**src/rtl/core/ecd_pkg.sv**
```systemverilog
`timescale 1ns / 1ps
`default_nettype none

package ecd_pkg;

  // pipeline depth, accept to result register
  localparam int NUM_STAGES = 15;

  // zone offset after reset: -25200 s
  localparam logic signed [16:0] ZONE_RESET = -17'sd25200;

  // seconds per day split as 128 * 675, reciprocal for the upper part
  localparam int DAY_HI_DIV   = 675;
  localparam int DAY_HI_RCP   = 49710;   // floor(2^25 / 675)
  localparam int DAY_HI_SHIFT = 25;

  localparam int HOUR_DIV   = 3600;
  localparam int HOUR_RCP   = 36;        // floor(2^17 / 3600)
  localparam int HOUR_SHIFT = 17;

  localparam int MIN_DIV   = 60;
  localparam int MIN_RCP   = 68;         // floor(2^12 / 60)
  localparam int MIN_SHIFT = 12;

  localparam int WEEK_DIV   = 7;
  localparam int WEEK_RCP   = 9362;      // floor(2^16 / 7)
  localparam int WEEK_SHIFT = 16;
  localparam int WEEK_EPOCH = 4;         // 1970-01-01 was a thursday

  // civil day count shift and era bounds (era 4 starts 1600-03-01)
  localparam int CIVIL_SHIFT  = 719468;
  localparam int ERA4_START   = 584388;  // 4 * 146097
  localparam int ERA5_START   = 730485;  // 5 * 146097
  localparam int ERA_LAST_DOE = 146096;
  localparam int YEAR_ERA4    = 1600;
  localparam int YEAR_ERA5    = 2000;

  localparam int QUAD_DIV = 1460;
  localparam int QUAD_RCP = 179;         // floor(2^18 / 1460)
  localparam int CENT_DIV = 36524;
  localparam int CENT_RCP = 7;           // floor(2^18 / 36524)
  localparam int YEAR_DIV = 365;
  localparam int YEAR_RCP = 718;         // floor(2^18 / 365)
  localparam int DOE_SHIFT = 18;

  localparam int MP_DIV   = 153;
  localparam int MP_RCP   = 13;          // floor(2^11 / 153)
  localparam int MP_SHIFT = 11;

  // one slot of the conversion pipeline
  typedef struct packed {
    logic [31:0] t;
    logic [15:0] q_est;
    logic [15:0] days;
    logic [16:0] sod;
    logic [4:0]  h_est;
    logic [15:0] n7;
    logic [12:0] w_est;
    logic [17:0] doe;
    logic        era5;
    logic [4:0]  hour;
    logic [11:0] ms;
    logic [2:0]  wday;
    logic [6:0]  a_est;
    logic [2:0]  b_est;
    logic [6:0]  a_cnt;
    logic [2:0]  b_cnt;
    logic [5:0]  m_est;
    logic [5:0]  minute;
    logic [5:0]  second;
    logic [17:0] num;
    logic [8:0]  y_est;
    logic [8:0]  yoe;
    logic [8:0]  doy;
    logic [10:0] mp_n;
    logic [3:0]  mp_est;
    logic [3:0]  mp;
    logic [4:0]  mday;
    logic [3:0]  month;
    logic [11:0] year;
    logic        leap;
    logic [8:0]  yday;
  } stage_t;

  // first day of each march-based month, (153 * mp + 2) / 5
  function automatic logic [8:0] month_start(input logic [3:0] mp);
    logic [8:0] res;
    unique case (mp)
      4'd0:    res = 9'd0;
      4'd1:    res = 9'd31;
      4'd2:    res = 9'd61;
      4'd3:    res = 9'd92;
      4'd4:    res = 9'd122;
      4'd5:    res = 9'd153;
      4'd6:    res = 9'd184;
      4'd7:    res = 9'd214;
      4'd8:    res = 9'd245;
      4'd9:    res = 9'd275;
      4'd10:   res = 9'd306;
      4'd11:   res = 9'd337;
      default: res = 9'd0;
    endcase
    return res;
  endfunction

  // days before a january-based month in a common year
  function automatic logic [8:0] days_before(input logic [3:0] m);
    logic [8:0] res;
    unique case (m)
      4'd1:    res = 9'd0;
      4'd2:    res = 9'd31;
      4'd3:    res = 9'd59;
      4'd4:    res = 9'd90;
      4'd5:    res = 9'd120;
      4'd6:    res = 9'd151;
      4'd7:    res = 9'd181;
      4'd8:    res = 9'd212;
      4'd9:    res = 9'd243;
      4'd10:   res = 9'd273;
      4'd11:   res = 9'd304;
      4'd12:   res = 9'd334;
      default: res = 9'd0;
    endcase
    return res;
  endfunction

endpackage

`default_nettype wire

```
**src/rtl/core/epoch_to_calendar_date.sv**
```systemverilog
`timescale 1ns / 1ps
`default_nettype none

// channel   ports                                   handshake
// request   in_epoch_seconds                        start, busy
// result    out_second .. out_leap_year             out_valid (one-cycle strobe)
// config    cfg_wdata (zone offset, signed 17 bit)  cfg_we
//
// one request per cycle; busy stays low, the pipeline never holds off
// a result strobes when its request leaves the last of the chain of
// reciprocal-multiply and correction stages of the day-to-date conversion
// rst_n is synchronous: clears the valid bits and loads the offset -25200
// the receiver cannot stall, so results leave the last stage as they arrive

module epoch_to_calendar_date (
  input  wire logic        clk,
  input  wire logic        rst_n,
  input  wire logic        start,
  output logic             busy,
  input  wire logic [31:0] in_epoch_seconds,
  input  wire logic        cfg_we,
  input  wire logic [16:0] cfg_wdata,
  output logic             out_valid,
  output logic [5:0]       out_second,
  output logic [5:0]       out_minute,
  output logic [4:0]       out_hour,
  output logic [2:0]       out_weekday,
  output logic [4:0]       out_day_of_month,
  output logic [3:0]       out_month,
  output logic [11:0]      out_year,
  output logic [8:0]       out_ordinal_day,
  output logic             out_leap_year
);
  import ecd_pkg::*;

  logic signed [16:0]    offset_r;
  logic                  in_accept;
  logic [NUM_STAGES-1:0] valid_r;
  stage_t                stage_r   [NUM_STAGES];
  stage_t                stage_nxt [NUM_STAGES];

  assign busy      = 1'b0;
  assign in_accept = start && !busy;

  // zone offset register
  always_ff @(posedge clk) begin
    if (!rst_n) begin
      offset_r <= ZONE_RESET;
    end else if (cfg_we) begin
      offset_r <= cfg_wdata;
    end
  end

  // valid bits travel with the slots
  always_ff @(posedge clk) begin
    if (!rst_n) begin
      valid_r <= '0;
    end else begin
      valid_r <= {valid_r[NUM_STAGES-2:0], in_accept};
    end
  end

  always_ff @(posedge clk) begin
    for (int k = 0; k < NUM_STAGES; k++) begin
      stage_r[k] <= stage_nxt[k];
    end
  end

  // stage logic
  always_comb begin
    logic [40:0] day_mul;
    logic [25:0] day_prod;
    logic [10:0] day_rem;
    logic [9:0]  sec_hi;
    logic [22:0] hour_mul;
    logic [29:0] week_mul;
    logic [19:0] civil;
    logic [16:0] hour_prod;
    logic [16:0] hour_rem;
    logic [15:0] week_prod;
    logic [3:0]  week_rem;
    logic [25:0] quad_mul;
    logic [20:0] cent_mul;
    logic [18:0] min_mul;
    logic [17:0] quad_prod;
    logic [17:0] cent_prod;
    logic [11:0] min_prod;
    logic [6:0]  min_rem;
    logic [27:0] year_mul;
    logic [17:0] year_prod;
    logic [1:0]  cent_cnt;
    logic [17:0] year_base;
    logic [14:0] mp_mul;
    logic [10:0] mp_prod;
    logic [8:0]  yy;

    for (int k = 1; k < NUM_STAGES; k++) begin
      stage_nxt[k] = stage_r[k-1];
    end

    // shift by the zone offset, wraps at 32 bits
    stage_nxt[0]   = '0;
    stage_nxt[0].t = in_epoch_seconds + {{15{offset_r[16]}}, offset_r};

    // day count estimate from the upper 25 bits
    day_mul = 41'(stage_r[0].t[31:7]) * 41'(DAY_HI_RCP);
    stage_nxt[1].q_est = 16'(day_mul >> DAY_HI_SHIFT);

    // day count correction, second of day
    day_prod = 26'(stage_r[1].q_est) * 26'(DAY_HI_DIV);
    day_rem  = 11'(26'(stage_r[1].t[31:7]) - day_prod);
    if (day_rem >= 11'(DAY_HI_DIV)) begin
      stage_nxt[2].days = stage_r[1].q_est + 16'd1;
      sec_hi            = 10'(day_rem - 11'(DAY_HI_DIV));
    end else begin
      stage_nxt[2].days = stage_r[1].q_est;
      sec_hi            = day_rem[9:0];
    end
    stage_nxt[2].sod = {sec_hi, stage_r[1].t[6:0]};

    // hour and weekday estimates, day of era
    hour_mul = 23'(stage_r[2].sod) * 23'(HOUR_RCP);
    stage_nxt[3].h_est = 5'(hour_mul >> HOUR_SHIFT);
    stage_nxt[3].n7    = stage_r[2].days + 16'(WEEK_EPOCH);
    week_mul = 30'(stage_nxt[3].n7) * 30'(WEEK_RCP);
    stage_nxt[3].w_est = 13'(week_mul >> WEEK_SHIFT);
    civil = 20'(stage_r[2].days) + 20'(CIVIL_SHIFT);
    stage_nxt[3].era5 = civil >= 20'(ERA5_START);
    stage_nxt[3].doe  = stage_nxt[3].era5 ? 18'(civil - 20'(ERA5_START))
                                          : 18'(civil - 20'(ERA4_START));

    // hour and weekday corrections, 4-year and century estimates
    hour_prod = 17'(stage_r[3].h_est) * 17'(HOUR_DIV);
    hour_rem  = stage_r[3].sod - hour_prod;
    if (hour_rem >= 17'(HOUR_DIV)) begin
      stage_nxt[4].hour = stage_r[3].h_est + 5'd1;
      stage_nxt[4].ms   = 12'(hour_rem - 17'(HOUR_DIV));
    end else begin
      stage_nxt[4].hour = stage_r[3].h_est;
      stage_nxt[4].ms   = 12'(hour_rem);
    end
    week_prod = 16'(stage_r[3].w_est) * 16'(WEEK_DIV);
    week_rem  = 4'(stage_r[3].n7 - week_prod);
    stage_nxt[4].wday = (week_rem >= 4'(WEEK_DIV)) ? 3'(week_rem - 4'(WEEK_DIV))
                                                   : 3'(week_rem);
    quad_mul = 26'(stage_r[3].doe) * 26'(QUAD_RCP);
    stage_nxt[4].a_est = 7'(quad_mul >> DOE_SHIFT);
    cent_mul = 21'(stage_r[3].doe) * 21'(CENT_RCP);
    stage_nxt[4].b_est = 3'(cent_mul >> DOE_SHIFT);

    // minute estimate, 4-year and century corrections
    min_mul = 19'(stage_r[4].ms) * 19'(MIN_RCP);
    stage_nxt[5].m_est = 6'(min_mul >> MIN_SHIFT);
    quad_prod = 18'(stage_r[4].a_est) * 18'(QUAD_DIV);
    stage_nxt[5].a_cnt = ((stage_r[4].doe - quad_prod) >= 18'(QUAD_DIV))
                         ? stage_r[4].a_est + 7'd1 : stage_r[4].a_est;
    cent_prod = 18'(stage_r[4].b_est) * 18'(CENT_DIV);
    stage_nxt[5].b_cnt = ((stage_r[4].doe - cent_prod) >= 18'(CENT_DIV))
                         ? stage_r[4].b_est + 3'd1 : stage_r[4].b_est;

    // minute correction, leap-free day count of the era
    min_prod = 12'(stage_r[5].m_est) * 12'(MIN_DIV);
    min_rem  = 7'(stage_r[5].ms - min_prod);
    if (min_rem >= 7'(MIN_DIV)) begin
      stage_nxt[6].minute = stage_r[5].m_est + 6'd1;
      stage_nxt[6].second = 6'(min_rem - 7'(MIN_DIV));
    end else begin
      stage_nxt[6].minute = stage_r[5].m_est;
      stage_nxt[6].second = 6'(min_rem);
    end
    stage_nxt[6].num = stage_r[5].doe - 18'(stage_r[5].a_cnt) + 18'(stage_r[5].b_cnt)
                       - 18'(stage_r[5].doe == 18'(ERA_LAST_DOE));

    // year of era estimate
    year_mul = 28'(stage_r[6].num) * 28'(YEAR_RCP);
    stage_nxt[7].y_est = 9'(year_mul >> DOE_SHIFT);

    // year of era correction
    year_prod = 18'(stage_r[7].y_est) * 18'(YEAR_DIV);
    stage_nxt[8].yoe = ((stage_r[7].num - year_prod) >= 18'(YEAR_DIV))
                       ? stage_r[7].y_est + 9'd1 : stage_r[7].y_est;

    // day of the march-based year
    priority if (stage_r[8].yoe >= 9'd300) cent_cnt = 2'd3;
    else if (stage_r[8].yoe >= 9'd200)     cent_cnt = 2'd2;
    else if (stage_r[8].yoe >= 9'd100)     cent_cnt = 2'd1;
    else                                   cent_cnt = 2'd0;
    year_base = 18'(stage_r[8].yoe) * 18'(YEAR_DIV) + 18'(stage_r[8].yoe[8:2])
                - 18'(cent_cnt);
    stage_nxt[9].doy = 9'(stage_r[8].doe - year_base);

    // month numerator
    stage_nxt[10].mp_n = 11'(stage_r[9].doy) * 11'd5 + 11'd2;

    // month estimate
    mp_mul = 15'(stage_r[10].mp_n) * 15'(MP_RCP);
    stage_nxt[11].mp_est = 4'(mp_mul >> MP_SHIFT);

    // month correction
    mp_prod = 11'(stage_r[11].mp_est) * 11'(MP_DIV);
    stage_nxt[12].mp = ((stage_r[11].mp_n - mp_prod) >= 11'(MP_DIV))
                       ? stage_r[11].mp_est + 4'd1 : stage_r[11].mp_est;

    // day, month, year and leap flag
    stage_nxt[13].mday  = 5'(stage_r[12].doy - month_start(stage_r[12].mp) + 9'd1);
    stage_nxt[13].month = (stage_r[12].mp < 4'd10) ? stage_r[12].mp + 4'd3
                                                   : stage_r[12].mp - 4'd9;
    yy = stage_r[12].yoe + 9'(stage_r[12].mp >= 4'd10);
    stage_nxt[13].year = (stage_r[12].era5 ? 12'(YEAR_ERA5) : 12'(YEAR_ERA4)) + 12'(yy);
    stage_nxt[13].leap = (yy[1:0] == 2'd0) && (yy != 9'd100) && (yy != 9'd200)
                         && (yy != 9'd300);

    // day of january-based year
    stage_nxt[14].yday = days_before(stage_r[13].month) + 9'(stage_r[13].mday)
                         + 9'(stage_r[13].leap && (stage_r[13].month > 4'd2));
  end

  // result ports
  assign out_valid        = valid_r[NUM_STAGES-1];
  assign out_second       = stage_r[NUM_STAGES-1].second;
  assign out_minute       = stage_r[NUM_STAGES-1].minute;
  assign out_hour         = stage_r[NUM_STAGES-1].hour;
  assign out_weekday      = stage_r[NUM_STAGES-1].wday;
  assign out_day_of_month = stage_r[NUM_STAGES-1].mday;
  assign out_month        = stage_r[NUM_STAGES-1].month;
  assign out_year         = stage_r[NUM_STAGES-1].year;
  assign out_ordinal_day  = stage_r[NUM_STAGES-1].yday;
  assign out_leap_year    = stage_r[NUM_STAGES-1].leap;

  // every request comes out after the full pipeline depth
  a_latency: assert property (@(posedge clk) disable iff (!rst_n)
    in_accept |-> ##NUM_STAGES out_valid)
    else $error("request did not produce a result at pipeline depth");

  // time and date fields stay in range
  a_ranges: assert property (@(posedge clk) disable iff (!rst_n)
    out_valid |-> (out_month != 4'd0) && (out_month <= 4'd12)
                  && (out_day_of_month != 5'd0) && (out_hour <= 5'd23)
                  && (out_minute <= 6'd59) && (out_second <= 6'd59)
                  && (out_weekday <= 3'd6) && (out_ordinal_day != 9'd0))
    else $error("result field out of range");

  // day 366 only in a leap year, and leap years divide by four
  a_leap: assert property (@(posedge clk) disable iff (!rst_n)
    out_valid |-> (out_leap_year ? (out_year[1:0] == 2'd0)
                                 : (out_ordinal_day <= 9'd365)))
    else $error("leap flag disagrees with year or day of year");

endmodule

`default_nettype wire

```
**config.mk**
```make
export PLATFORM = sky130hd
export DESIGN_NAME = epoch_to_calendar_date
export DESIGN_NICKNAME = d
export VERILOG_FILES = /design/src/rtl/core/ecd_pkg.sv /design/src/rtl/core/epoch_to_calendar_date.sv
export SDC_FILE = /design/constraint.sdc
export NUM_CORES = 2
export LEC_CHECK = 0
export ABC_AREA = 1
export BUFFER_PORTS_ARGS = -buffer_cell sky130_fd_sc_hd__buf_2
export CORE_ASPECT_RATIO = 0.7
export CORE_MARGIN = 4
export CORE_UTILIZATION = 55
export CTS_BUF_LIST = sky130_fd_sc_hd__clkbuf_8
export CTS_CLUSTER_DIAMETER = 30
export DETAILED_ROUTE_END_ITERATION = 7
export PLACE_DENSITY = 0.71
export SLEW_MARGIN = 0
export SYNTH_ARGS = -nofsm -noshare
export SYNTH_HDL_FRONTEND = slang
export SYNTH_MEMORY_MAX_BITS = 65536
export SYNTH_SLANG_ARGS = --single-unit
```
**constraint.sdc**
```tcl
create_clock -name clk -period 8.9 [get_ports clk]
set_input_delay 0.89 -clock clk [delete_from_list [all_inputs] [get_ports clk]]
set_output_delay 0.89 -clock clk [all_outputs]
set_load 0.05 [all_outputs]
```
* Word-level counts from Yosys, hierarchy flattened
Memories as Yosys holds them, arrays and structs flattened. Cells that the tools add are included.
Word-level totals: word-level logic and storage cells 101, input bits 53, output and inout bits 53, bits in registers 32, bits in writable memories 4305, memories 3, memory bits (read-only) 288
Memory list:
- stage_r | words 15, bits a word 287, rd ports 15, clocked after memory_dff 0, write ports 15, RTL line epoch_to_calendar_date.sv:39 | stage_t stage_r [NUM_STAGES];
- (name not given) | words 16, bits a word 9, rd ports 1, clocked after memory_dff 0, write ports 0, RTL line ecd_pkg.sv:88 | unique case (mp)
- (name not given) | words 16, bits a word 9, rd ports 1, clocked after memory_dff 0, write ports 0, RTL line ecd_pkg.sv:109 | unique case (m)
Operators by class: reductions and logical operators 5, $mul 18, add/sub/neg operators 39, $lt $le $gt $ge 15, equal/unequal tests 4, mux-type cells 15
Operators with widths (count):
- 18-bit subtractor | 3
- 25-bit by 15-bit multiplier with 40-bit output (second input constant) | 1
- 32-bit adder | 1
- 16-bit by 13-bit multiplier with 28-bit output (second input constant) | 1
- 18-bit by 9-bit multiplier with 26-bit output (second input constant) | 1
- 18-bit by 8-bit multiplier with 25-bit output (second input constant) | 1
- 11-bit subtractor | 2
- 18-bit by 3-bit multiplier with 21-bit output (second input constant) | 1
- 16-bit by 20-bit adder with 20-bit output (second input constant) | 1
- 20-bit greater-or-equal comparator (second input constant) | 1
- 17-bit by 4-bit multiplier with 20-bit output (second input constant) | 1
- 18-bit by 3-bit adder with 18-bit output | 1
- 9-bit by 1-bit adder with 9-bit output | 2
- 18-bit == test (second input constant) | 1
- 18-bit by 11-bit greater-or-equal comparator with 1-bit output (second input constant) | 1
- 18-bit by 16-bit greater-or-equal comparator with 1-bit output (second input constant) | 1
- 18-bit by 9-bit greater-or-equal comparator with 1-bit output (second input constant) | 1
- 9-bit by 9-bit multiplier with 18-bit output (second input constant) | 1
- 18-bit 2-to-1 mux | 1
- 9-bit 2-to-1 mux | 2
- 18-bit by 1-bit subtractor with 18-bit output | 1
- 18-bit by 16-bit subtractor with 18-bit output (second input constant) | 1
- 18-bit subtractor (second input constant) | 1
- 18-bit by 7-bit subtractor with 18-bit output | 1
- 60 further kinds | 67

* Depth between registers and ports, before layout
An unclocked memory read counts as a cell.
depth in word-level cells 7, mapped depth 27, gate-level depth less buffers 27

* Least setup slack after synthesis
OpenSTA, ideal clock, no wires.
path type reg2reg, start memory stage_r[0][1279] (netlist bit), end memory stage_r[0][1551] (netlist bit), stages on the path, launching flop included 24, period minus slack after synthesis 4.878 ns, setup time 0.113 ns, path buffers 0, data arrival time 4.765 ns, data required time 8.787 ns, path slack 4.022 ns, cell sequence dfxtp_1 -> ha_1 -> fa_1 -> fa_1 -> fa_1 -> ha_1 -> nand2_1 -> o21ai_0 -> a21oi_1 -> nor2_1 -> o21ai_0 -> nand2_1 -> xor2_1 -> ha_1 -> a21oi_1 -> o21ai_0 -> a21oi_1 -> nand2_1 -> xnor2_1 -> nand3b_1 -> nor2_2 -> nand2_1 -> nand2_1 -> nand2_1
RTL lines (RTL line):
- start: declaration | epoch_to_calendar_date.sv:39

==> results.json <==
{
  "status": "finished, final reports clean",
  "numClockSinks": 690,
  "ys_ff_latch": 690,
  "die_x_um": 368.0,
  "slowest_delay_ns": 0.58,
  "max_freq_mhz": 175.1,
  "drt-total-wl_mm": 108.1,
  "clk_pin_slew_ns": 0.07,
  "dp_hpwl_mm": 88.14,
  "syn_to_final_growth_pct": 9.318,
  "io_pins": 106,
  "yosys.area_share.simple_pct": 14.70,
  "final_max_slew_viol_count": 0,
  "via_count": 36620,
  "initial_utilization_pct": 55.44,
  "post_cts.repair.setup_buffers": 0,
  "drive_gt1_share_pct": 6.152,
  "required_ns": 9.57,
  "grt_max_degree": 33,
  "cts_resized": 0,
  "portBuffers": 104,
  "h-tree-depth": 3,
  "hold_viol": 0,
  "yosysSeqAreaShare_pct": 27.68,
  "worst-path-stages": 23,
  "ys_types": 63,
  "fin_hold_ws_ns": 0.2551,
  "core_um2": 90020,
  "synth_xor_area_share_pct": 5.721,
  "clk_path_buf_depth": 3,
  "synth_most_common_cell": "inv_1",
  "cts_buffers": 119,
  "synth_area_leaders": "dfxtp_1 (28%), ha_1 (21%), fa_1 (15%)",
  "antenna_found_initial": 4,
  "start_kind": "register",
  "dieArea_um2": 95700,
  "synth.top_cells.by_count": "inv_1 (1188), nand2_1 (973), ha_1 (845)",
  "synth-adder-area-share_pct": 35.70,
  "cts_hold_buf": 0,
  "synth_mux_area_share_pct": 0.02006,
  "root_buffer": "clkbuf_8",
  "synth_area_um2": 49910,
  "fin_util_pct": 60.61,
  "nets": 7227,
  "fin_tns_setup_ns": 0,
  "period_share_pct": 64.16,
  "synth_compound_area_share_pct": 6.806,
  "grt_pass1_vias": 35620,
  "async_reset_ff_share_pct": 0,
  "gp_congestion": 0.9118,
  "path_max_fanout": 8,
  "syn_area_per_cell_um2": 8.650,
  "fin_skew_ns": 0.07510,
  "syn_nets": 7030,
  "rows": 92,
  "drv_cap": 0,
  "first_pass_iters": 5,
  "ys.flop_type": "dfxtp_1",
  "vias_per_cell": 5.026,
  "grt_pass1_wl_mm": 180.1,
  "drtIter0Drc": 2327,
  "worst_path_most_repeated_cell": "nand2_1",
  "setup_viol": 0,
  "die_y_um": 260.0,
  "worst-setup-path-type": "reg2reg",
  "synth_warnings": 0,
  "dp_slack_ns": 3.297,
  "tritoncts": "yes",
  "reg2reg_depth": 23,
  "cp-end-kind": "register",
  "synth_edf_count": 0,
  "syn_inst": 5770,
  "grt_setup_unrepaired": "false",
  "synth_top_family_by_area": "adder cells",
  "arrival_ns": 6.38,
  "overflow": 0,
  "crit_chain": "ha_1 > fa_1 > fa_1 > fa_1 > ha_1 > nand2_1 > o21ai_0 > a21oi_1 > nor2_1 > o21ai_0 > nand2_1 > xor2_1 > ha_1 > a21oi_1 > o21ai_0 > a21oi_1 > nand2_1 > xnor2_1 > nand3b_1 > nor2_2 > nand2_1 > nand2_1 > nand2_1",
  "grt_usage_pct": 22.93,
  "slew_headroom_pct": 48.65,
  "setup_ws_ns": 3.190,
  "synth.top_cell.area_share_pct": 27.68,
  "worst_pin_slew_ns": 0.7622,
  "routedWlPerCell_um": 14.84,
  "path_delay_family": "adder cells",
  "insertion_delay_ns": 0.83,
  "antenna_left": 0,
  "drc_errors": 0,
  "cp_slowest_cell": "fa_1",
  "min_period_ns": 5.710,
  "crit_buf_inv": 0,
  "whs_path_depth": 0,
  "hold_path_class": "reg2reg",
  "synth_top_cell_by_area": "dfxtp_1"
}
==> cells by family after synthesis <==
group           after synthesis
mux                           1
xor+xnor                    318
fa+ha+maj                  1207
flops                       690
simple gates               1716
buf+inv                    1229
other cells                   1
compound gates              608
==> placed cells by master, fill, tap and decap left out, drive strengths merged, types with 17 or more instances in the layout <==
cell / instances
clkinv: 27
nor3: 56
nand3: 235
nand2: 994
xnor2: 117
a21o: 40
ha: 845
nand4: 90
dfxtp: 690
o21bai: 19
nor2: 291
o21ai: 186
nand3b: 19
nor4: 17
a21oi: 288
clkbuf: 138
fa: 362
xor2: 200
buf: 105
inv: 1230
a31oi: 20
==> worst paths after layout <==
kind / slack, ns / from / end
worst max-delay path: 3.19 / stage_r[0][1279]$_DFF_P_ / stage_r[0][1557]$_DFF_P_
worst min-delay path: 0.26 / stage_r[0][1878]$_DFF_P_ / stage_r[0][2165]$_DFF_P_
worst max register to register: 3.19 / stage_r[0][1279]$_DFF_P_ / stage_r[0][1557]$_DFF_P_
worst min register to register: 0.26 / stage_r[0][1878]$_DFF_P_ / stage_r[0][2165]$_DFF_P_
==> worst register-to-register path: stages (launching register included) <==
cell	delay, ns
dfxtp_1	0.48
ha_1	0.33
fa_1	0.54
fa_1	0.58
fa_1	0.43
ha_1	0.38
nand2_1	0.11
o21ai_0	0.12
a21oi_1	0.21
nor2_1	0.06
o21ai_0	0.16
nand2_1	0.09
xor2_1	0.16
ha_1	0.36
a21oi_1	0.18
o21ai_0	0.10
a21oi_1	0.11
nand2_1	0.08
xnor2_1	0.14
nand3b_1	0.13
nor2_2	0.39
nand2_1	0.27
nand2_1	0.12
nand2_1	0.05
==> cell type report <==
cell class                      count  area [um^2]
Antenna cell                        2        5.005
Clock buffer                      138         1899
Clock inverter                     79        858.3
Fill cell                        7827        35460
Inverter                         1200         4504
Multi-Input combinational cell   3851        31420
Sequential cell                   690        13810
Tap cell                         1222         1529
Timing Repair Buffer              105        528.0
==> layer usage <==
metal	GRT usage, %	part of all wire, %	vias to the layer above
met5	0	0.012	-
met4	4.963	1.8	2
met1	34.98	51	16840
met3	5.623	7.5	140
li1	-	-	18710
met2	32.57	39	937
==> flip-flops by register name (all words and copies together) (netlist names) <==
name / flops
offset_r: 17
stage_r: 658
valid_r: 15
==> metrics by stage <==
stage / std cells / cell area (um^2)
floorplan: 5770 / 49910
global placement: 7068 / 51800
detailed placement: 7068 / 51800
CTS: 7285 / 54550
global route: 7287 / 54560
finish: 7287 / 54560
Power is left out: the tool's default activity adds up to more than one toggle a clock period on the data nets, which glitch-free logic cannot reach.
